<file path="config.mk">
export PLATFORM = sky130hd
export DESIGN_NAME = qfx_mul
export DESIGN_NICKNAME = d
export VERILOG_FILES = /design/src/hw/rtl/q24_8_fixed_point_alu_defines.svh /design/src/hw/rtl/qfx_pkg.sv /design/src/hw/rtl/qfx_mul.sv
export SDC_FILE = /design/constraint.sdc
export NUM_CORES = 2
export LEC_CHECK = 0
export BUFFER_PORTS_ARGS = -buffer_cell sky130_fd_sc_hd__buf_2
export CORE_MARGIN = 2
export CORE_UTILIZATION = 40
export DETAILED_ROUTE_END_ITERATION = 16
export PLACE_DENSITY_LB_ADDON = 0.25
export RECOVER_POWER = 25
export SETUP_SLACK_MARGIN = 0.02
export SLEW_MARGIN = 10
export SYNTH_ARGS = -nofsm -noshare
export SYNTH_HDL_FRONTEND = slang
export SYNTH_SLANG_ARGS = --single-unit
</file>
<file path="constraint.sdc">
create_clock -name clk_i -period 1 [get_ports clk_i]
set_input_delay 0.1 -clock clk_i [delete_from_list [all_inputs] [get_ports clk_i]]
set_output_delay 0.1 -clock clk_i [all_outputs]
set_load 0.01 [all_outputs]
</file>
<file path="src/hw/rtl/q24_8_fixed_point_alu_defines.svh">
// Shared assertion macros for the Q24.8 ALU
`ifndef Q24_8_FIXED_POINT_ALU_DEFINES_SVH
`define Q24_8_FIXED_POINT_ALU_DEFINES_SVH

// Same-cycle implication
`define QFX_ASSERT_IMPLY(label, clk, rst_n, ante, cons) \
  label: assert property (@(posedge clk) disable iff (!rst_n) (ante) |-> (cons)) \
    else $error("qfx assertion failed");

// Next-cycle implication
`define QFX_ASSERT_NEXT(label, clk, rst_n, ante, cons) \
  label: assert property (@(posedge clk) disable iff (!rst_n) (ante) |=> (cons)) \
    else $error("qfx assertion failed");

`endif

</file>
<file path="src/hw/rtl/qfx_pkg.sv">
// ----------------------------------------------------------------------------
// qfx_pkg
// Types, constants and helpers shared by the Q24.8 ALU pipeline.
// ----------------------------------------------------------------------------
package qfx_pkg;

  localparam int FRAC_BITS = 8;
  localparam int NUM_W     = 32 + FRAC_BITS;  // dividend bits, one cell each
  localparam int PROD_W    = 64;

  localparam logic [31:0] MAX_POS = 32'h7FFF_FFFF;
  localparam logic [31:0] MIN_NEG = 32'h8000_0000;

  typedef enum logic [3:0] {
    OP_ADD      = 4'd0,
    OP_SUB      = 4'd1,
    OP_MUL      = 4'd2,
    OP_DIV      = 4'd3,
    OP_MIN      = 4'd4,
    OP_MAX      = 4'd5,
    OP_INCR     = 4'd6,
    OP_DECR     = 4'd7,
    OP_TO_INT   = 4'd8,
    OP_FROM_INT = 4'd9
  } op_e;

  typedef struct packed {
    op_e                op;
    logic               neg;   // sign of mul/div result
    logic [31:0]        res;   // final value for simple ops
    logic               ovf;
    logic               lt;
    logic               eq;
    logic               gt;
    logic               dz;
    logic [PROD_W-1:0]  prod;
    logic [31:0]        den;
    logic [NUM_W-1:0]   num;   // shifts out MSB first
    logic [NUM_W-1:0]   quo;
    logic [31:0]        rem;
  } item_t;

  // {ovf, value} from a 33-bit signed sum
  function automatic logic [32:0] sat33(input logic [32:0] v);
    logic ovf;
    logic [31:0] val;
    ovf = v[32] ^ v[31];
    val = ovf ? (v[32] ? MIN_NEG : MAX_POS) : v[31:0];
    return {ovf, val};
  endfunction

endpackage

</file>
<file path="src/hw/rtl/qfx_mul.sv">
// ----------------------------------------------------------------------------
// qfx_mul
// Magnitude product stage, 32x32 bits.
// ----------------------------------------------------------------------------
module qfx_mul import qfx_pkg::*; (
  input  logic  clk_i,
  input  logic  rst_ni,
  input  logic  en_i,
  input  logic  valid_i,
  input  item_t item_i,
  output logic  valid_o,
  output item_t item_o
);

  logic  valid_q;
  item_t item_d, item_q;

  always_comb begin
    item_d      = item_i;
    item_d.prod = PROD_W'(item_i.num[NUM_W-1 -: 32] * item_i.den);
  end

  always_ff @(posedge clk_i or negedge rst_ni) begin
    if (!rst_ni) begin
      valid_q <= 1'b0;
    end else if (en_i) begin
      valid_q <= valid_i;
    end
  end

  always_ff @(posedge clk_i) begin
    if (en_i) begin
      item_q <= item_d;
    end
  end

  assign valid_o = valid_q;
  assign item_o  = item_q;

endmodule

</file>
==> impl_metrics.yaml <==
critical_path:
  crit_arrival_ns: 7.06
  worstSetupPathType: "in2reg"
  worstSetupStartpointType: "input pin"
  required_ns: 1.37
  crit_fanout: 18
  cp-end-kind: "flip-flop"
synth:
  yosysSeqAreaShare_pct: 18.4
  synthCells: 3943
  yosysMostFrequentCell: "fa_1"
  ys_top_cells_by_count: "fa_1, inv_1, and2_1"
  syn_nets: 5356
  ys_seq_elements: 251
  yosysTopAreaCellShare_pct: 43.8
  synth_flop_cell: "edfxtp_1"
  synthArstFlopShare_pct: 0.398
  synth-edff-count: 250
  yosysTopAreaCell: "fa_1"
  ys_warn_count: 0
  synth_area_mm2: 0.0409
  yosysUniqueCellTypes: 72
  syn_area_per_cell_um2: 10.4
  ys_top_cells_by_area: "fa_1, edfxtp_1, and2_1"
finish:
  multi_input_area_mm2: 0.0316
  drive_above_1_share_pct: 30.3
  synthToLayoutAreaGrowth_pct: 35.2
  fin_cells: 6364
  fin_nets: 6385
  regArea_mm2: 0.00753
  nFillCells: 8971
clock_network:
  cts_tree: "built"
  clkTransAtPathRegs_ns: 0.06
  clock_latency_ns: 0.62
  clk_path_buf_depth: 3
  cts.sinks: 251
  cts.htree.levels: 1
  cts_made_buffers: 30
  cts_root_buf: "clkbuf_16"
place:
  gp_congestion: 0.877
  portBuffers: 440
  pre_cts_ws_ns: -6.59
  dpl.cell_count: 6034
  place_hpwl_mm: 99.4
drt:
  dr.first_iter.drc_count: 1415
  vias: 31000
  drt_pre_antenna_iters: 5
  wire_per_inst_um: 19.7
  via_per_inst: 4.87
  drt-total-wl_mm: 126
  drc: 0
  ant_nets: 0
floorplan:
  core_mm2: 0.102
  initial_core_util_pct: 40.3
  dieArea_mm2: 0.105
  die_w_um: 324
  row_count: 117
  fp.dieH_um: 324
  ios: 505
sta:
  clock.fmax_mhz: 150
  rsz0062_at_grt: "yes"
  hold_violations: 0
  slew_headroom_pct: 31.3
  min_period_ns: 6.68
  worst_pin_slew_ns: 1.03
  setup_viol: 314
  fin_crit_sh_pct: 668
  drv_slew: 0
  setup_slack_ns: -5.68
  finalClockSkew_ns: 0
status:
  violations: "negative setup slack"
  status: "complete, but fails checks"
global_route:
  grt_max_degree: 31
  grt_overflow_total: 0
  grt_pass1_vias: 33900
  track_usage_pct: 24.1
  grt_pass1_wl_mm: 192
  antenna_found_initial: 4
worst_hold_path:
  hold_class: "in2reg"
run:
  cap_violations: 0
==> layer usage <==
layer,GRT usage (%),wire [um],vias to the layer above
met4,8.42,5130,0
met2,45.5,68400,772
met3,2.44,5310,215
met1,28.2,46800,16300
met5,0,0,-
li1,-,-,13800
==> path summary, 6_finish.rpt <==
check                      cells past startpoint  slack, ns               endpoint                 from
max                                           22      -5.68  item_o[201]$_DFFE_PP_          item_i[141]
min                                            3       0.05  item_o[126]$_DFFE_PP_          item_i[126]
max reg2reg                                    1       0.22    valid_o$_DFFE_PN0P_  valid_o$_DFFE_PN0P_
min reg2reg                                    1       0.55    valid_o$_DFFE_PN0P_  valid_o$_DFFE_PN0P_
max in group asynchronous                      3       0.58    valid_o$_DFFE_PN0P_               rst_ni
min in group asynchronous                      3       0.32    valid_o$_DFFE_PN0P_               rst_ni
==> through the flow <==
step / setup TNS (ns) / hold slack, ns / area, um2 / util, %
6_report: -353.48 / 0.0471 / 55300 / 54.4
5_1_grt: -373.35 / 0.0368 / 55300 / 54.4
4_1_cts: -360.23 / 0.00142 / 54000 / 53.2
3_5_place_dp: -349.98 / -0.121 / 49000 / 48.3
3_3_place_gp: -347.98 / -0.123 / 49000 / 48.3
2_1_floorplan: -288.98 / -0.196 / 42100 / -
==> cell usage in the layout (no fill, tap or decap), types with 68 or more instances in the layout <==
master / instances
ha_4: 68
ha_1: 195
inv_1: 817
buf_6: 76
fa_1: 812
buf_2: 377
nand2_1: 454
edfxtp_1: 250
fa_2: 84
and2_1: 535
dlygate4sd3_1: 176
buf_12: 75
buf_4: 461
==> area by class of cell <==
class | instances | share of cell area [%]
diodes | 1 | 0.00452
clock buffers | 36 | 1.40
clock inverters | 19 | 0.389
inverters | 865 | 5.87
multi-input cells | 2611 | 57.2
flip-flops and latches | 251 | 13.6
well taps | 1368 | 3.09
repair buffers | 1213 | 18.4
==> critical path, cell delays in order <==
cell,delay [ns]
buf_4,0.21
buf_4,0.20
and2_1,0.16
fa_1,0.57
fa_1,0.43
fa_1,0.51
fa_2,0.47
fa_2,0.62
fa_2,0.45
fa_1,0.55
fa_1,0.54
ha_4,0.32
nand2_2,0.08
nor3_4,0.18
and2_4,0.19
nand4_1,0.14
a31o_4,0.30
a211o_1,0.31
buf_4,0.15
buf_6,0.12
o31ai_4,0.27
xnor2_2,0.11
==> registers in the layout, indices dropped and copies added, names as in the netlist <==
signal	cells
item_o	250
valid_o	1
==> cells by family after synthesis <==
kind of cell | Yosys count | synth area share, %
xor+xnor | 63 | 1.35
compound gates | 199 | 3.15
simple gates | 1189 | 15.0
buf+inv | 1081 | 10.1
fa+ha+maj | 1159 | 51.9
mux | 1 | 0.0275
flops | 251 | 18.4
==> what timing repair did <==
action / in CTS / in global routing
gates cloned: 7 / 4
setup buffers: 52 / 37
setup endpoints to repair: 313 / 313
gates resized for setup: 392 / 207
pin swaps: 168 / 167
hold endpoints to repair: 190 / 2
hold buffers: 174 / 2
Power is not shown: default switching activity piles up to over one toggle a cycle in this logic, so the estimate is an artifact.
