<file path="config.mk">
export PLATFORM = sky130hd
export DESIGN_NAME = qfx_post
export DESIGN_NICKNAME = d
export VERILOG_FILES = /design/src/hw/rtl/q24_8_fixed_point_alu_defines.svh /design/src/hw/rtl/qfx_pkg.sv /design/src/hw/rtl/qfx_post.sv
export SDC_FILE = /design/constraint.sdc
export NUM_CORES = 1
export LEC_CHECK = 0
export BUFFER_PORTS_ARGS = -buffer_cell sky130_fd_sc_hd__buf_2
export CORE_UTILIZATION = 31
export DETAILED_ROUTE_END_ITERATION = 8
export PLACE_DENSITY = 0.62
export SYNTH_ARGS = -nofsm -noshare
export SYNTH_HDL_FRONTEND = slang
export SYNTH_SLANG_ARGS = --single-unit
</file>
<file path="constraint.sdc">
create_clock -name clk_i -period 0.9 [get_ports clk_i]
set_clock_uncertainty 0.1 [all_clocks]
set_input_delay 0.18 -clock clk_i [delete_from_list [all_inputs] [get_ports clk_i]]
set_output_delay 0.18 -clock clk_i [all_outputs]
set_load 0.005 [all_outputs]
</file>
<file path="src/hw/rtl/q24_8_fixed_point_alu_defines.svh">
// Shared assertion macros for the Q24.8 ALU
`ifndef Q24_8_FIXED_POINT_ALU_DEFINES_SVH
`define Q24_8_FIXED_POINT_ALU_DEFINES_SVH

// Same-cycle implication
`define QFX_ASSERT_IMPLY(label, clk, rst_n, ante, cons) \
  label: assert property (@(posedge clk) disable iff (!rst_n) (ante) |-> (cons)) \
    else $error("qfx assertion failed");

// Next-cycle implication
`define QFX_ASSERT_NEXT(label, clk, rst_n, ante, cons) \
  label: assert property (@(posedge clk) disable iff (!rst_n) (ante) |=> (cons)) \
    else $error("qfx assertion failed");

`endif

</file>
<file path="src/hw/rtl/qfx_pkg.sv">
// ----------------------------------------------------------------------------
// qfx_pkg
// Types, constants and helpers shared by the Q24.8 ALU pipeline.
// ----------------------------------------------------------------------------
package qfx_pkg;

  localparam int FRAC_BITS = 8;
  localparam int NUM_W     = 32 + FRAC_BITS;  // dividend bits, one cell each
  localparam int PROD_W    = 64;

  localparam logic [31:0] MAX_POS = 32'h7FFF_FFFF;
  localparam logic [31:0] MIN_NEG = 32'h8000_0000;

  typedef enum logic [3:0] {
    OP_ADD      = 4'd0,
    OP_SUB      = 4'd1,
    OP_MUL      = 4'd2,
    OP_DIV      = 4'd3,
    OP_MIN      = 4'd4,
    OP_MAX      = 4'd5,
    OP_INCR     = 4'd6,
    OP_DECR     = 4'd7,
    OP_TO_INT   = 4'd8,
    OP_FROM_INT = 4'd9
  } op_e;

  typedef struct packed {
    op_e                op;
    logic               neg;   // sign of mul/div result
    logic [31:0]        res;   // final value for simple ops
    logic               ovf;
    logic               lt;
    logic               eq;
    logic               gt;
    logic               dz;
    logic [PROD_W-1:0]  prod;
    logic [31:0]        den;
    logic [NUM_W-1:0]   num;   // shifts out MSB first
    logic [NUM_W-1:0]   quo;
    logic [31:0]        rem;
  } item_t;

  // {ovf, value} from a 33-bit signed sum
  function automatic logic [32:0] sat33(input logic [32:0] v);
    logic ovf;
    logic [31:0] val;
    ovf = v[32] ^ v[31];
    val = ovf ? (v[32] ? MIN_NEG : MAX_POS) : v[31:0];
    return {ovf, val};
  endfunction

endpackage

</file>
<file path="src/hw/rtl/qfx_post.sv">
// ----------------------------------------------------------------------------
// qfx_post
// Rounding, sign and saturation for mul/div; output register.
// ----------------------------------------------------------------------------
module qfx_post import qfx_pkg::*; (
  input  logic        clk_i,
  input  logic        rst_ni,
  input  logic        en_i,
  input  logic        valid_i,
  input  item_t       item_i,
  output logic        valid_o,
  output logic signed [31:0] result_value_o,
  output logic        a_less_o,
  output logic        a_equal_o,
  output logic        a_greater_o,
  output logic        overflow_flag_o,
  output logic        divide_by_zero_o
);

  logic              valid_q;
  logic [31:0]       res_d, res_q;
  logic              ovf_d, ovf_q;
  logic              lt_q, eq_q, gt_q, dz_q;
  logic [PROD_W-1:0] mul_mag;
  logic [NUM_W:0]    div_mag;
  logic              rnd_up;
  logic [PROD_W-1:0] mag;
  logic [PROD_W-1:0] lim;

  always_comb begin
    mul_mag = (item_i.prod + (PROD_W'(1) << (FRAC_BITS - 1))) >> FRAC_BITS;
    rnd_up  = {item_i.rem, 1'b0} >= {1'b0, item_i.den};
    div_mag = {1'b0, item_i.quo} + (NUM_W + 1)'(rnd_up);
    mag     = (item_i.op == OP_MUL) ? mul_mag : PROD_W'(div_mag);
    lim     = item_i.neg ? PROD_W'(MIN_NEG) : PROD_W'(MAX_POS);
    res_d   = item_i.res;
    ovf_d   = item_i.ovf;
    if ((item_i.op == OP_MUL) || (item_i.op == OP_DIV && !item_i.dz)) begin
      if (mag > lim) begin
        ovf_d = 1'b1;
        res_d = item_i.neg ? MIN_NEG : MAX_POS;
      end else begin
        res_d = item_i.neg ? 32'(-mag[31:0]) : mag[31:0];
      end
    end
  end

  always_ff @(posedge clk_i or negedge rst_ni) begin
    if (!rst_ni) begin
      valid_q <= 1'b0;
    end else if (en_i) begin
      valid_q <= valid_i;
    end
  end

  always_ff @(posedge clk_i) begin
    if (en_i) begin
      res_q <= res_d;
      ovf_q <= ovf_d;
      lt_q  <= item_i.lt;
      eq_q  <= item_i.eq;
      gt_q  <= item_i.gt;
      dz_q  <= item_i.dz;
    end
  end

  assign valid_o          = valid_q;
  assign result_value_o   = res_q;
  assign a_less_o         = lt_q;
  assign a_equal_o        = eq_q;
  assign a_greater_o      = gt_q;
  assign overflow_flag_o  = ovf_q;
  assign divide_by_zero_o = dz_q;

endmodule

</file>
==> metrics.txt, run 1 <==
antenna violations before repair=0; violated checks=negative setup slack; final worst path period share=614%; layout overhead on the synthesized area=73.5%; sequential cell area fraction in the yosys report=16.4%; power per unit of standard cell area=698 nW/µm²; estimated wirelength of the detail-placed design=23900 µm; leading cell types in the layout, fill and taps excluded=sky130_fd_sc_hd__buf_4, sky130_fd_sc_hd__buf_2, sky130_fd_sc_hd__nand2_1; fraction of layout cells with a size suffix above 1=47.6%; die outline height=152 µm; Area after DPL=11100 µm²; Horiz. Die Dim=152 µm; number of distinct library cells after synthesis=81; final setup slack of the worst path=-4.63 ns; insertion delay of the later-clocked pin in the worst-skew pair=0.29 ns; number of input and output port buffers inserted=244; grt total ovfl=0; most instantiated flip-flop cell in the synthesis netlist=sky130_fd_sc_hd__edfxtp_1; worst slew margin relative to its limit=56.4%; clock tree root driver cell=sky130_fd_sc_hd__clkbuf_16; total number of clock tree sinks=38; Critical Path Max Stage Delay=0.33 ns; count of boundary I/O pins=292; post-route cell area=12000 µm²; Hold/Removal Path Class=in2reg; number of setup violations in the final report=71; aggregate global-route resource usage=24.1%; Post-Layout Cell Count=1787; maximum level of the CTS H-tree=2; clock slew seen by the registers of the worst setup and hold paths=0.06 ns; Placeable Area=21900 µm²; Cell Area, Synth=6940 µm²; Net Count, Synth=1231; synthesized area per cell=7.62 µm²; count of yosys warnings during synthesis=0; maximum number of buffers from clock root to sink=2; placer's final routability congestion estimate=0.925; number of synthesized flops with an enable pin=37; wire length reported by the detailed router=28600 µm; Layout Nets=1827; number of routed nets with antenna violations=0; Antenna Cells=0; Worst-Margin Slew=0.652 ns; number of CTS-inserted buffers=5; vias in the first global route=9116; routed via count=9451; post-route core utilization=55.0%; synthesis-stage register bit count=38; gate count after technology mapping=910; data required time at the worst endpoint=0.81 ns; count of routing violations after the opening detailed-route iteration=446; setup slack at placement=-5.03 ns; shortest clock period the worst path allows after layout=5.53 ns; overall power=8400 µW; crit path kind=in2reg; number of optimization iterations in the first detailed-route pass=5; CTS tree=done; count of final hold-check violations=0; result of the run=finished, violations left; CP Capture Type=flop; setup slack of the most critical reg-to-reg path=0.07 ns; worst IR drop on VDD=0.814 mV; # DRC=0; FP Rows=54; # fillers=2052; drt wl/cell=16.0 µm; die area=23000 µm²; cell type of the slowest stage on the worst timing path=sky130_fd_sc_hd__nor4_4; CP Launch Type=input pin; ys async rst share=2.63%; wire length of the first global-routing pass=44000 µm; leading cell type in the layout, fill and taps excluded=sky130_fd_sc_hd__buf_4; largest net degree at the start of global routing=16; arrival time of data at the critical path endpoint=5.44 ns; setup repair after global routing missed its margin=yes; Max Clk Rate=181 MHz; initial standard-cell utilization of the core=31.7%; largest fanout on the critical path=7; Pleak=0.00562 µW; final-report max-slew violation count=0; via count normalized by instance count=5.29; number of max-cap violations=0; Cell Count Post-Placement=1730
==> worst paths after layout <==
| check | from | end | depth (start not counted) |
|---|---|---|---|
| setup / recovery | item_i[113] | result_value_o[4] | 34 |
| hold / removal | valid_i | valid_o | 2 |
| setup reg to reg | valid_o | valid_o | 1 |
| hold reg to reg | valid_o | valid_o | 1 |
| max in group asynchronous | rst_ni | valid_o | 2 |
| min in group asynchronous | rst_ni | valid_o | 2 |
==> sequential cells by signal (all words and copies together) (netlist names) <==
| register | cells |
|---|---|
| overflow_flag_o | 1 |
| a_greater_o | 1 |
| a_less_o | 1 |
| a_equal_o | 1 |
| result_value_o | 32 |
| valid_o | 1 |
| divide_by_zero_o | 1 |
==> power by group <==
group | internal (µW) | switching [µW] | total [µW] | leakage, µW
Sequential | 2130 | 40.9 | 2170 | 0.000374
Combinational | 2210 | 2000 | 4210 | 0.00517
Clock | 1310 | 715 | 2020 | 0.0000760
Total | 5650 | 2750 | 8400 | 0.00562
==> area by class of cell <==
type	count	area, µm²	area share [%]
clock buffers	5	125	1.04
multi-input cells	786	5860	48.7
repair buffers	620	4300	35.7
well taps	280	350	2.91
flip-flops and latches	38	1140	9.44
inverters	55	214	1.78
clock inverters	3	45.0	0.374
==> per-layer routing <==
metal / global-route usage [%] / vias to the layer above / part of all wire (%)
met2: 40.8 / 352 / 47
met3: 2.87 / 65 / 6.1
met1: 31.3 / 4320 / 44
met5: 0 / - / 0
li1: - / 4714 / -
met4: 8.81 / 0 / 2.5
==> kinds of logic after synthesis <==
| kind of cell | count (synthesis) | share of synthesized area [%] |
|---|---|---|
| mux | 26 | 3.81 |
| xor+xnor | 67 | 8.46 |
| flops | 38 | 16.4 |
| buf+inv | 86 | 5.16 |
| compound gates | 185 | 18.8 |
| simple gates | 441 | 35.3 |
| fa+ha+maj | 67 | 12.1 |
==> synth_stat cells (all sizes together) (7+ instances only) <==
cell	count	area, µm²
nand2	79	299
ha	67	838
nand3	67	355
nor2	62	233
inv	55	206
nand4	55	350
o21ai	44	224
xnor2	38	333
edfxtp	37	1110
nor4	33	236
and3	32	200
nor3	32	171
xor2	29	254
a21oi	26	130
mux2i	23	230
clkbuf	18	67.6
a22oi	15	113
or4	15	124
a21o	14	105
or3	14	87.6
buf	13	83.8
o211ai	12	90.1
o31ai	10	75.1
and4	9	81.3
and2	8	50.1
or2	7	43.8
==> what timing repair did <==
action | CTS | global route
pin swaps | 28 | 31
gates cloned | 1 | 1
hold buffers | 5 | 0
resized for setup | 34 | 46
buffers inserted | 34 | 11
endpoints found under the setup margin | 71 | 72
endpoints found under the hold margin | 5 | 0
==> metrics by stage <==
stage               TNS (ns)  hold slack (ns)
floorplan            -141.32           -0.216
global placement     -157.47           -0.146
detailed placement   -162.12           -0.144
CTS                  -153.48           0.0164
global route         -167.36           0.0357
finish               -154.92           0.0194
==> critical path: cells and delay by family <==
kind,cells,cell delay (ns)
and+or+nand+nor,9,1.53
buffers and inverters,5,0.52
muxes,1,0.23
adders and majority gates,4,0.83
xor gates and xnor gates,1,0.15
AOI/OAI and AO/OA,14,2.00
(Power assumes the default switching activity.)
==> run 2: changes to the inputs <==
--- a/config.mk
+++ b/config.mk
@@ -9,6 +9,7 @@
 export CORE_UTILIZATION = 31
 export DETAILED_ROUTE_END_ITERATION = 8
 export PLACE_DENSITY = 0.62
+export SKIP_CTS_REPAIR_TIMING = 1
 export SYNTH_ARGS = -nofsm -noshare
 export SYNTH_HDL_FRONTEND = slang
 export SYNTH_SLANG_ARGS = --single-unit
==> run 2 against run 1 <==
- sequential power about the same
- worst hold slack about the same
- the run still ends with negative setup slack left
- utilization decreased by 1.9 points
- die area unchanged
- largest power group unchanged
- first-iteration DRC count decreased by 3.1%
- sequential cell count unchanged
- sequential share of layout area increased by 0.34 points
- final cell count decreased by 1.8%
- non-clock buffer count decreased by 33
- critical endpoint is now result_value_o[6]
==> metrics.txt, run 2 (synthesized netlist as in run 1, its figures left out) <==
result of the run=finished, violations left; violated checks=negative setup slack; die outline height=152 µm; FP Rows=54; aggregate global-route resource usage=23.5%; maximum level of the CTS H-tree=2; vias in the first global route=8839; initial standard-cell utilization of the core=31.7%; Hold/Removal Path Class=in2reg; cell type of the slowest stage on the worst timing path=sky130_fd_sc_hd__or4_1; Area after DPL=11100 µm²; Antenna Cells=0; clock network fraction of total power=24.6%; count of routing violations after the opening detailed-route iteration=432; Post-Layout Cell Count=1754; clock slew seen by the registers of the worst setup and hold paths=0.06 ns; data required time at the worst endpoint=0.95 ns; area of all sequential standard cells=1140 µm²; worst reg2reg endpoint=valid_o; sequential group share of total power=26.4%; number of max-cap violations=0; Net Switching=2700 µW; leading cell types in the layout, fill and taps excluded=sky130_fd_sc_hd__buf_4, sky130_fd_sc_hd__buf_2, sky130_fd_sc_hd__nand2_1; combinational group share of total power=49.0%; wire length reported by the detailed router=27700 µm; number of CTS-inserted buffers=5; number of routed nets with antenna violations=0; final setup slack of the worst path=-4.61 ns; leading cell type in the layout, fill and taps excluded=sky130_fd_sc_hd__buf_4; # fillers=2105; power per unit of standard cell area=708 nW/µm²; routed via count=9290; cell repeated most along the worst path=sky130_fd_sc_hd__o21a_1; estimated wirelength of the detail-placed design=23900 µm; drt wl/cell=15.8 µm; Pleak=0.00543 µW; insertion delay of the later-clocked pin in the worst-skew pair=0.29 ns; Layout Nets=1794; grt total ovfl=0; via count normalized by instance count=5.30; largest net degree at the start of global routing=18; layout overhead on the synthesized area=67.5%; worst IR drop on VDD=0.812 mV; antenna violations before repair=0; total number of clock tree sinks=38; worst reg2reg path startpoint=valid_o; Critical Path Max Stage Delay=0.50 ns; Worst Min Path Start=valid_i; CTS tree=done; Max Clk Rate=182 MHz; overall power=8230 µW; Worst Path Buf+Inv=5; arrival time of data at the critical path endpoint=5.56 ns; setup repair after global routing missed its margin=yes; crit path kind=in2reg; number of optimization iterations in the first detailed-route pass=5; fraction of layout cells with a size suffix above 1=45.4%; largest fanout on the critical path=6; number of stages on the worst hold path=2; Cell Count Post-Placement=1730; area taken by multi-input logic gates=5770 µm²; post-route cell area=11600 µm²; Worst Reg-to-Reg Cells=1; final-report max-slew violation count=0; setup slack of the most critical reg-to-reg path=0.07 ns; Largest register FFs=32; number of input and output port buffers inserted=244; internal power=5530 µW; maximum number of buffers from clock root to sink=2; family with the most delay on the worst path=compound AO/OA/AOI/OAI gates; final worst path period share=612%; count of final hold-check violations=0; worst slew margin relative to its limit=56.8%; Placeable Area=21900 µm²; count of boundary I/O pins=292; Hold Path End=valid_o; CP Launch Type=input pin; number of setup violations in the final report=71; Horiz. Die Dim=152 µm; Worst-Margin Slew=0.646 ns; wire length of the first global-routing pass=42900 µm; Net Sw Frac=32.8%; shortest clock period the worst path allows after layout=5.51 ns; CP Capture Type=flop; die area=23000 µm²; placer's final routability congestion estimate=0.925; clock tree root driver cell=sky130_fd_sc_hd__clkbuf_16; # DRC=0
-- run 2: routing by layer --
metal / wire, µm / global-route usage [%]
met5: 0 / 0
met4: 682 / 6.49
met3: 1650 / 2.31
met2: 12900 / 40.1
met1: 12500 / 31.2
-- run 2: through the flow --
stage | setup TNS, ns | hold WS [ns] | setup WS (ns) | util [%]
after global placement | -157.47 | -0.146 | -4.79 | 50.7
after floorplan | -141.32 | -0.216 | -4.42 | -
final | -155.46 | 0.0197 | -4.61 | 53.1
after global routing | -167.08 | 0.0360 | -4.94 | 53.1
after CTS | -156.35 | -0.452 | -4.73 | 51.5
after detailed placement | -162.12 | -0.144 | -5.03 | 50.7
-- run 2: how the worst max path moves through the flow --
stage	cells after the start	endpoint	from
2_1_floorplan	30	result_value_o[31]	item_i[113]
3_3_place_gp	33	result_value_o[25]	item_i[113]
3_5_place_dp	33	result_value_o[4]	item_i[113]
4_1_cts	33	result_value_o[4]	item_i[113]
5_1_grt	34	result_value_o[14]	item_i[113]
6_report	32	result_value_o[6]	item_i[113]
-- run 2: layout make-up --
type	instances	area share, %
clock buffers	5	1.08
clock inverters	3	0.388
inverters	55	1.86
multi-input cells	786	49.7
flip-flops and latches	38	9.78
well taps	280	3.01
repair buffers	587	34.2
-- run 2: power by group through the flow --
stage          registers [µW]  logic (µW)  clock network, µW
2_1_floorplan            2230        1530                  0
3_3_place_gp             2210        3770                  0
3_5_place_dp             2210        3860                  0
4_1_cts                  2180        3870               2060
5_1_grt                  2190        4420               2100
6_report                 2170        4030               2030
