==> src/hw/rtl/q24_8_fixed_point_alu_defines.svh <==
// Shared assertion macros for the Q24.8 ALU
`ifndef Q24_8_FIXED_POINT_ALU_DEFINES_SVH
`define Q24_8_FIXED_POINT_ALU_DEFINES_SVH

// Same-cycle implication
`define QFX_ASSERT_IMPLY(label, clk, rst_n, ante, cons) \
  label: assert property (@(posedge clk) disable iff (!rst_n) (ante) |-> (cons)) \
    else $error("qfx assertion failed");

// Next-cycle implication
`define QFX_ASSERT_NEXT(label, clk, rst_n, ante, cons) \
  label: assert property (@(posedge clk) disable iff (!rst_n) (ante) |=> (cons)) \
    else $error("qfx assertion failed");

`endif

==> src/hw/rtl/qfx_pkg.sv <==
// ----------------------------------------------------------------------------
// qfx_pkg
// Types, constants and helpers shared by the Q24.8 ALU pipeline.
// ----------------------------------------------------------------------------
package qfx_pkg;

  localparam int FRAC_BITS = 8;
  localparam int NUM_W     = 32 + FRAC_BITS;  // dividend bits, one cell each
  localparam int PROD_W    = 64;

  localparam logic [31:0] MAX_POS = 32'h7FFF_FFFF;
  localparam logic [31:0] MIN_NEG = 32'h8000_0000;

  typedef enum logic [3:0] {
    OP_ADD      = 4'd0,
    OP_SUB      = 4'd1,
    OP_MUL      = 4'd2,
    OP_DIV      = 4'd3,
    OP_MIN      = 4'd4,
    OP_MAX      = 4'd5,
    OP_INCR     = 4'd6,
    OP_DECR     = 4'd7,
    OP_TO_INT   = 4'd8,
    OP_FROM_INT = 4'd9
  } op_e;

  typedef struct packed {
    op_e                op;
    logic               neg;   // sign of mul/div result
    logic [31:0]        res;   // final value for simple ops
    logic               ovf;
    logic               lt;
    logic               eq;
    logic               gt;
    logic               dz;
    logic [PROD_W-1:0]  prod;
    logic [31:0]        den;
    logic [NUM_W-1:0]   num;   // shifts out MSB first
    logic [NUM_W-1:0]   quo;
    logic [31:0]        rem;
  } item_t;

  // {ovf, value} from a 33-bit signed sum
  function automatic logic [32:0] sat33(input logic [32:0] v);
    logic ovf;
    logic [31:0] val;
    ovf = v[32] ^ v[31];
    val = ovf ? (v[32] ? MIN_NEG : MAX_POS) : v[31:0];
    return {ovf, val};
  endfunction

endpackage

==> src/hw/rtl/qfx_cell.sv <==
// ----------------------------------------------------------------------------
// qfx_cell
// One restoring-division cell: brings down a dividend bit, yields a quotient bit.
// ----------------------------------------------------------------------------
module qfx_cell import qfx_pkg::*; (
  input  logic  clk_i,
  input  logic  rst_ni,
  input  logic  en_i,
  input  logic  valid_i,
  input  item_t item_i,
  output logic  valid_o,
  output item_t item_o
);

  logic        valid_q;
  item_t       item_d, item_q;
  logic [32:0] part;
  logic        fits;

  always_comb begin
    part   = {item_i.rem, item_i.num[NUM_W-1]};
    fits   = part >= {1'b0, item_i.den};
    item_d = item_i;
    item_d.rem = fits ? 32'(part - {1'b0, item_i.den}) : part[31:0];
    item_d.num = {item_i.num[NUM_W-2:0], 1'b0};
    item_d.quo = {item_i.quo[NUM_W-2:0], fits};
  end

  always_ff @(posedge clk_i or negedge rst_ni) begin
    if (!rst_ni) begin
      valid_q <= 1'b0;
    end else if (en_i) begin
      valid_q <= valid_i;
    end
  end

  always_ff @(posedge clk_i) begin
    if (en_i) begin
      item_q <= item_d;
    end
  end

  assign valid_o = valid_q;
  assign item_o  = item_q;

endmodule

==> config.mk <==
export PLATFORM = sky130hd
export DESIGN_NAME = qfx_cell
export DESIGN_NICKNAME = d
export VERILOG_FILES = /design/src/hw/rtl/q24_8_fixed_point_alu_defines.svh /design/src/hw/rtl/qfx_pkg.sv /design/src/hw/rtl/qfx_cell.sv
export SDC_FILE = /design/constraint.sdc
export NUM_CORES = 1
export LEC_CHECK = 0
export BUFFER_PORTS_ARGS = -buffer_cell sky130_fd_sc_hd__clkbuf_2
export CORE_AREA = 2 2 199 201
export CTS_CLUSTER_DIAMETER = 60
export CTS_CLUSTER_SIZE = 8
export DETAILED_ROUTE_END_ITERATION = 7
export DIE_AREA = 0 0 201 203
export PLACE_DENSITY_LB_ADDON = 0.3
export SYNTH_ARGS = -nofsm -noshare
export SYNTH_HDL_FRONTEND = slang
export SYNTH_SLANG_ARGS = --single-unit
==> constraint.sdc <==
create_clock -name clk_i -period 1.1 [get_ports clk_i]
set_input_delay 0.33 -clock clk_i [delete_from_list [all_inputs] [get_ports clk_i]]
set_output_delay 0.33 -clock clk_i [all_outputs]
set_load 0.02 [all_outputs]
==> impl_summary.log, run 1 <==
[metrics] Die Span Y: 203 um
[metrics] hpwl dp: 29500 um
[metrics] Detailed Route WL: 42500 um
[metrics] violations in the final reports: negative setup slack
[metrics] outcome: complete, but fails checks
[metrics] Power per Cell Area: 1600 mW/mm^2
[metrics] routability cong.: 0.867
[metrics] count of unresolved DRC violations after routing: 0
[metrics] vias post-DR: 8824
[metrics] Logic pwr share: 22.2%
[metrics] count of mapped cells out of synthesis: 598
[metrics] worst hold slack across all endpoints: 0.0353 ns
[metrics] static leakage: 8.42 nW
[metrics] wire length of the first global-routing pass: 59800 um
[metrics] cell type with the largest total area after synthesis: edfxtp_1
[metrics] part of the total power dissipated in sequential elements: 38.5%
[metrics] switching share of total power: 26.8%
[metrics] final period utilization: 232%
[metrics] internal power: 22.7 mW
[metrics] P_sw: 8.33 mW
[metrics] global-route usage over all layers: 19.6%
[metrics] startpoint type of the worst setup path: primary input
[metrics] area share of the leading cell type in the synthesized netlist: 76.8%
[metrics] overall overflow remaining after global route: 0
[metrics] portion of total power attributed to the clock network: 39.3%
[metrics] number of warning messages in the yosys log: 0
[metrics] starting utilization of the core area: 25.3%
[metrics] clock-pin slew of the registers on the worst-case setup and hold paths: 0.05 ns
[metrics] worst setup slack after placement: -2.24 ns
[metrics] Post-Route Skew: 0 ns
[metrics] clock latency on the worst-skew pair: 0.54 ns
[metrics] required time of the worst setup path: 1.39 ns
[metrics] area of the mapped netlist: 0.00973 mm^2
[metrics] number of library cell types mapped by synthesis: 50
[metrics] count of flip-flops with a built-in enable after synthesis: 249
[metrics] number of design-rule violations left by the first detailed-router iteration: 413
[metrics] cts bufs inserted: 43
[metrics] Die Span X: 201 um
[metrics] initial antenna violation count: 3
[metrics] clock tree from TritonCTS: yes
[metrics] syn_nets: 885
[metrics] post-layout total power: 31.0 mW
[metrics] vias in the first global route: 9486
[metrics] Non-Filler Cell Area, Final: 0.0194 mm^2
[metrics] hold violation total from the final report: 0
[metrics] total number of placement rows: 72
[metrics] Final Worst Setup Slack: -1.45 ns
[metrics] top area cells in the synthesized netlist: edfxtp_1 77%, ha_1 4.1%, a21oi_1 2.9%, inv_1 1.5%, nor2_1 1.3%
[metrics] register bit total from synthesis: 250
[metrics] layout cell share with drive strength beyond 1: 51.5%
[metrics] count of clock tree sinks: 250
[metrics] Nets: 1772
[metrics] largest driver fanout on the critical path: 4
[metrics] final count of pins violating max slew: 0
[metrics] largest net degree at the start of global routing: 36
[metrics] die area: 0.0408 mm^2
[metrics] Critical Setup Path Class: in -> reg
[metrics] Vias per Instance: 4.35
[metrics] remaining number of nets flagged by the antenna check after routing: 0
[metrics] data arrival time of the critical path: 2.84 ns
[metrics] average instance area after synthesis: 16.3 um^2
[metrics] maximum capacitance violations: 0
[metrics] final critical-path required period: 2.55 ns
[metrics] highest achievable clock rate: 392 MHz
[metrics] path category of the worst min-delay check: in -> reg
[metrics] proportion of synthesized flip-flops having asynchronous set or reset: 0.400%
[metrics] sort of element at the end of the critical path: register
[metrics] # setup viols final: 283
[metrics] register area share after synthesis: 77.1%
[metrics] RSZ-0062 raised after global routing: yes
[metrics] worst voltage drop across the vdd grid: 0.000984 V
[metrics] fill cell total of the finished layout: 3273
[metrics] Placeable Area: 0.0385 mm^2
[metrics] deepest clock path buffer count: 3
[metrics] number of detailed-routing iterations run before antenna repair: 4
[metrics] number of port buffers: 502
[metrics] instance area at placement: 0.0140 mm^2
[metrics] most common flop cell mapped by yosys: edfxtp_1
[metrics] WL/cell: 21.0 um
[metrics] cell at the root of the clock tree: clkbuf_16
[metrics] ports placed on the boundary: 505
[metrics] H-Tree Depth: 2
[metrics] growth of design area from synthesis to finish: 99.5%
[power groups by stage]
stage | combinational [mW] | sequential [mW] | clock, mW
final | 6.89 | 12.0 | 12.2
after global routing | 7.27 | 12.0 | 12.9
after CTS | 6.28 | 11.8 | 12.5
after detailed placement | 4.93 | 11.9 | 0
after global placement | 4.90 | 11.9 | 0
after floorplan | 1.26 | 13.0 | 0
[logic make-up after synthesis]
group           after synthesis  synth area share, %
simple gates                 99                 4.78
buf+inv                      57                 2.47
flops                       250                 77.1
other cells                   1               0.0385
xor+xnor                     27                 2.43
compound gates              119                 7.52
fa+ha+maj                    33                 4.32
mux                          12                 1.38
[worst max-delay path, stage by stage]
cell and delay (ns):
buf_6 0.08, inv_4 0.03, ha_4 0.25, nand4_1 0.17
or4_1 0.57, a21oi_2 0.16, nor3_4 0.07, a211oi_2 0.23
o21ai_2 0.11, o31ai_4 0.18, buf_6 0.17, buf_12 0.11
buf_16 0.09, mux2_4 0.28
[layout by cell type (no fill, tap or decap), types with 5 or more instances in the layout]
master and instances:
buf_2 44, dlygate4sd3_1 213, buf_8 23, ha_4 9, o21ai_0 12, mux2_4 10, nand4_1 8, buf_12 10
a21oi_2 16, xnor2_1 15, clkbuf_1 11, clkbuf_16 43, nor2_1 29, clkbuf_2 245, o21a_1 6, nand2_1 25
edfxtp_1 249, xor2_1 11, inv_1 29, nand3_1 6, clkbuf_8 43, ha_1 23, buf_4 123, a21o_1 12
a21oi_1 38, buf_6 158, nor2_2 5
[state kept, by name (all words and copies together), names as in the netlist]
signal   flops
item_o     249
valid_o      1
[timing repair]
item / 4_1_cts / 5_1_grt
hold buffers: 212 / 1
gates cloned: 3 / 0
pin swaps: 11 / 10
setup buffers: 20 / 1
gates resized for setup: 191 / 537
endpoints found under the hold margin: 212 / 1
endpoints found under the setup margin: 283 / 283
[Yosys cell counts, drive strengths merged, types with 6 or more instances]
cell type / instances
a21oi: 56
edfxtp: 249
o21ai: 18
nor2: 35
ha: 32
o21a: 6
nand4: 8
clkbuf: 7
xnor2: 15
mux2: 11
inv: 38
xor2: 12
nand3: 8
buf: 12
a21o: 12
nand2: 26
[per-stage QoR]
stage	util (%)	setup TNS, ns	std cells
2_1_floorplan	-	-59.11	598
3_3_place_gp	36.3	-83.00	1727
3_5_place_dp	36.3	-86.80	1727
4_1_cts	47.9	-132.10	2027
5_1_grt	50.5	-135.35	2027
6_report	50.5	-122.02	2027
[layout make-up]
type	instances	area, um^2	area share [%]
antenna	1	2.50	0.0129
inverter	38	170	0.876
clock inverter	14	156	0.805
clock buffer	54	1120	5.75
sequential	250	7500	38.6
multi-input combinational	291	2350	12.1
timing repair buffer	861	7470	38.5
tap	518	648	3.34
[path summary, 6_finish.rpt]
path	startpoint	endpoint	slack, ns	depth (start not counted)
max	item_i[120]	item_o[10]	-1.45	14
min	item_i[112]	item_o[112]	0.04	1
max reg2reg	valid_o	valid_o	0.34	1
min reg2reg	valid_o	valid_o	0.53	1
max in group asynchronous	rst_ni	valid_o	0.90	2
min in group asynchronous	rst_ni	valid_o	0.12	2
[layer usage]
metal,track usage (%),wire (um),part of all wire (%),vias to the layer above
met5,0,27,0.063,-
met4,10.9,2150,5.1,4
met3,5.09,2740,6.4,90
met2,34.8,22000,52,394
met1,21.4,15600,37,4287
li1,-,-,-,4049
Note: power is estimated with default switching activity, not from simulation.
==> run 2: changes to the inputs <==
- CORE_AREA: 2 2 199 201 -> 2 2 195 197
- DIE_AREA: 0 0 201 203 -> 0 0 197 199
==> impl_summary.log, run 2 (synthesis results as in run 1) <==
[metrics] required time of the worst setup path: 1.38 ns (was 1.39 ns)
[metrics] Die Span X: 197 um (was 201 um)
[metrics] count of unresolved DRC violations after routing: 0 (unchanged)
[metrics] path category of the worst min-delay check: in -> reg (unchanged)
[metrics] final critical-path required period: 2.58 ns (was 2.55 ns)
[metrics] starting utilization of the core area: 26.2% (was 25.3%)
[metrics] routability cong.: 0.908 (was 0.867)
[metrics] final count of pins violating max slew: 0 (unchanged)
[metrics] end point of the most critical hold path: item_o[127] (was item_o[112])
[metrics] Power per Cell Area: 1580 mW/mm^2 (was 1600 mW/mm^2)
[metrics] number of port buffers: 502 (unchanged)
[metrics] sort of element at the end of the critical path: register (unchanged)
[metrics] vias in the first global route: 9001 (was 9486)
[metrics] remaining number of nets flagged by the antenna check after routing: 0 (unchanged)
[metrics] overall overflow remaining after global route: 0 (unchanged)
[metrics] die area: 0.0392 mm^2 (was 0.0408 mm^2)
[metrics] growth of design area from synthesis to finish: 96.1% (was 99.5%)
[metrics] Total Neg Setup Slack: -117.52 ns (was -122.02 ns)
[metrics] largest net degree at the start of global routing: 33 (was 36)
[metrics] clock latency on the worst-skew pair: 0.52 ns (was 0.54 ns)
[metrics] number of detailed-routing iterations run before antenna repair: 4 (unchanged)
[metrics] clock tree from TritonCTS: yes (unchanged)
[metrics] Vias per Instance: 4.47 (was 4.35)
[metrics] number of flip-flops in the largest register: 249 (unchanged)
[metrics] startpoint type of the worst setup path: primary input (unchanged)
[metrics] vias post-DR: 8745 (was 8824)
[metrics] total number of placement rows: 71 (was 72)
[metrics] RSZ-0062 raised after global routing: yes (unchanged)
[metrics] deepest clock path buffer count: 3 (unchanged)
[metrics] Detailed Route WL: 41400 um (was 42500 um)
[metrics] ports placed on the boundary: 505 (unchanged)
[metrics] outcome: complete, but fails checks (unchanged)
[metrics] Critical R2R Capture: valid_o (unchanged)
[metrics] count of clock tree sinks: 250 (unchanged)
[metrics] static leakage: 8.27 nW (was 8.42 nW)
[metrics] H-Tree Depth: 2 (unchanged)
[metrics] # setup viols final: 283 (unchanged)
[metrics] worst hold path cell count: 1 (unchanged)
[metrics] worst r2r src: valid_o (unchanged)
[metrics] Die Span Y: 199 um (was 203 um)
[metrics] worst hold slack across all endpoints: 0.0392 ns (was 0.0353 ns)
[metrics] Placeable Area: 0.0371 mm^2 (was 0.0385 mm^2)
[metrics] crit path from: item_i[112] (was item_i[120])
[metrics] clock-pin slew of the registers on the worst-case setup and hold paths: 0.05 ns (about the same)
[metrics] initial antenna violation count: 4 (was 3)
[metrics] highest achievable clock rate: 388 MHz (was 392 MHz)
[metrics] leading cell type in the layout, fill and taps excluded: edfxtp_1 (unchanged)
[metrics] WL/cell: 21.2 um (was 21.0 um)
[metrics] top library cells by usage in the layout, fill and taps aside: 249 x edfxtp_1, 247 x clkbuf_2, 209 x dlygate4sd3_1, 172 x buf_6, 113 x buf_4 (was 249 x edfxtp_1, 245 x clkbuf_2, 213 x dlygate4sd3_1, 158 x buf_6, 123 x buf_4)
[metrics] cell at the root of the clock tree: clkbuf_16 (unchanged)
[metrics] hpwl dp: 28300 um (was 29500 um)
[metrics] data arrival time of the critical path: 2.86 ns (was 2.84 ns)
[metrics] largest driver fanout on the critical path: 3 (was 4)
[metrics] register-to-register setup slack: 0.34 ns (about the same)
[metrics] maximum capacitance violations: 0 (unchanged)
[metrics] hold violation total from the final report: 0 (unchanged)
[metrics] Critical Setup Path Class: in -> reg (unchanged)
[metrics] final period utilization: 235% (was 232%)
[metrics] layout cell share with drive strength beyond 1: 50.7% (was 51.5%)
[metrics] post-layout utilization of the core: 51.4% (was 50.5%)
[metrics] worst voltage drop across the vdd grid: 0.00118 V (was 0.000984 V)
[metrics] hold path startpoint: item_i[127] (was item_i[112])
[metrics] Final Worst Setup Slack: -1.48 ns (was -1.45 ns)
[metrics] number of design-rule violations left by the first detailed-router iteration: 335 (was 413)
[metrics] violations in the final reports: negative setup slack (unchanged)
[metrics] Post-Route Skew: 0 ns (unchanged)
[metrics] count of cells along the worst register-to-register path: 1 (unchanged)
[metrics] wire length of the first global-routing pass: 55000 um (was 59800 um)
[metrics] worst setup slack after placement: -2.32 ns (was -2.24 ns)
[metrics] Nets: 1753 (was 1772)
[metrics] global-route usage over all layers: 19.1% (was 19.6%)
[metrics] cts bufs inserted: 41 (was 43)
-- run 2: changes by cell type in the layout (fill, tap and decap cells not counted), sizes merged --
cell,before,now
buf,360,341
clkinv,8,3
dlygate4sd3,213,209
clkbuf,342,344
clkinvlp,2,4
bufinv,2,1
diode,1,2
inv,40,39
-- run 2: power by group --
| group | total [mW] | switching, mW | internal (mW) |
|---|---|---|---|
| registers | 12.0 | 0.432 | 11.5 |
| logic | 6.80 | 3.29 | 3.51 |
| clock network | 11.5 | 4.25 | 7.22 |
| total | 30.2 | 7.97 | 22.3 |
-- run 2: through the flow --
stage / instances / total power, mW / area, um^2
2_1_floorplan: 598 / 14.3 / 9920
3_3_place_gp: 1671 / 16.8 / 13800
3_5_place_dp: 1671 / 16.8 / 13800
4_1_cts: 1956 / 29.6 / 18000
5_1_grt: 1958 / 31.3 / 19100
6_report: 1958 / 30.2 / 19100
-- run 2: per-layer routing --
metal | vias to the layer above | share of wire [%] | GRT usage, % | routed length (um)
li1 | 4004 | - | - | -
met1 | 4249 | 37 | 21.6 | 15300
met4 | 4 | 4.8 | 8.63 | 1980
met3 | 95 | 7.0 | 5.21 | 2890
met5 | - | 0.056 | 0 | 23
met2 | 393 | 51 | 33.6 | 21200
-- run 2: final cells by class --
| type | count | area, um^2 |
|---|---|---|
| Fill cell | 3093 | 18000 |
| Sequential cell | 250 | 7500 |
| Timing Repair Buffer | 844 | 7330 |
| Multi-Input combinational cell | 291 | 2320 |
| Clock buffer | 50 | 1100 |
| Tap cell | 474 | 593 |
| Inverter | 38 | 158 |
| Clock inverter | 9 | 85.1 |
| Antenna cell | 2 | 5.00 |
-- run 2: what timing repair did --
action	in CTS	in global routing
buffers inserted	14	3
hold buffers	209	0
setup endpoints to repair	283	283
hold endpoints to repair	209	0
gates resized for setup	177	549
pin swaps	6	11
cloned	3	0
-- run 2: worst max path at each step --
stage	endpoint	slack [ns]	cells past startpoint
2_1_floorplan	item_o[13]	-1.88	12
3_3_place_gp	item_o[30]	-2.23	13
3_5_place_dp	item_o[30]	-2.32	13
4_1_cts	item_o[30]	-1.47	13
5_1_grt	item_o[30]	-1.52	12
6_report	item_o[30]	-1.48	12
-- run 2: worst max-delay path, cell delays in order --
cell and delay [ns]:
clkbuf_2 0.12, ha_4 0.18, fa_2 0.40, nand2b_4 0.16
a21oi_4 0.17, o21ai_2 0.08, o311a_1 0.35, a31oi_4 0.25
a21oi_4 0.09, o41ai_2 0.35, xor2_1 0.11, mux2_4 0.26
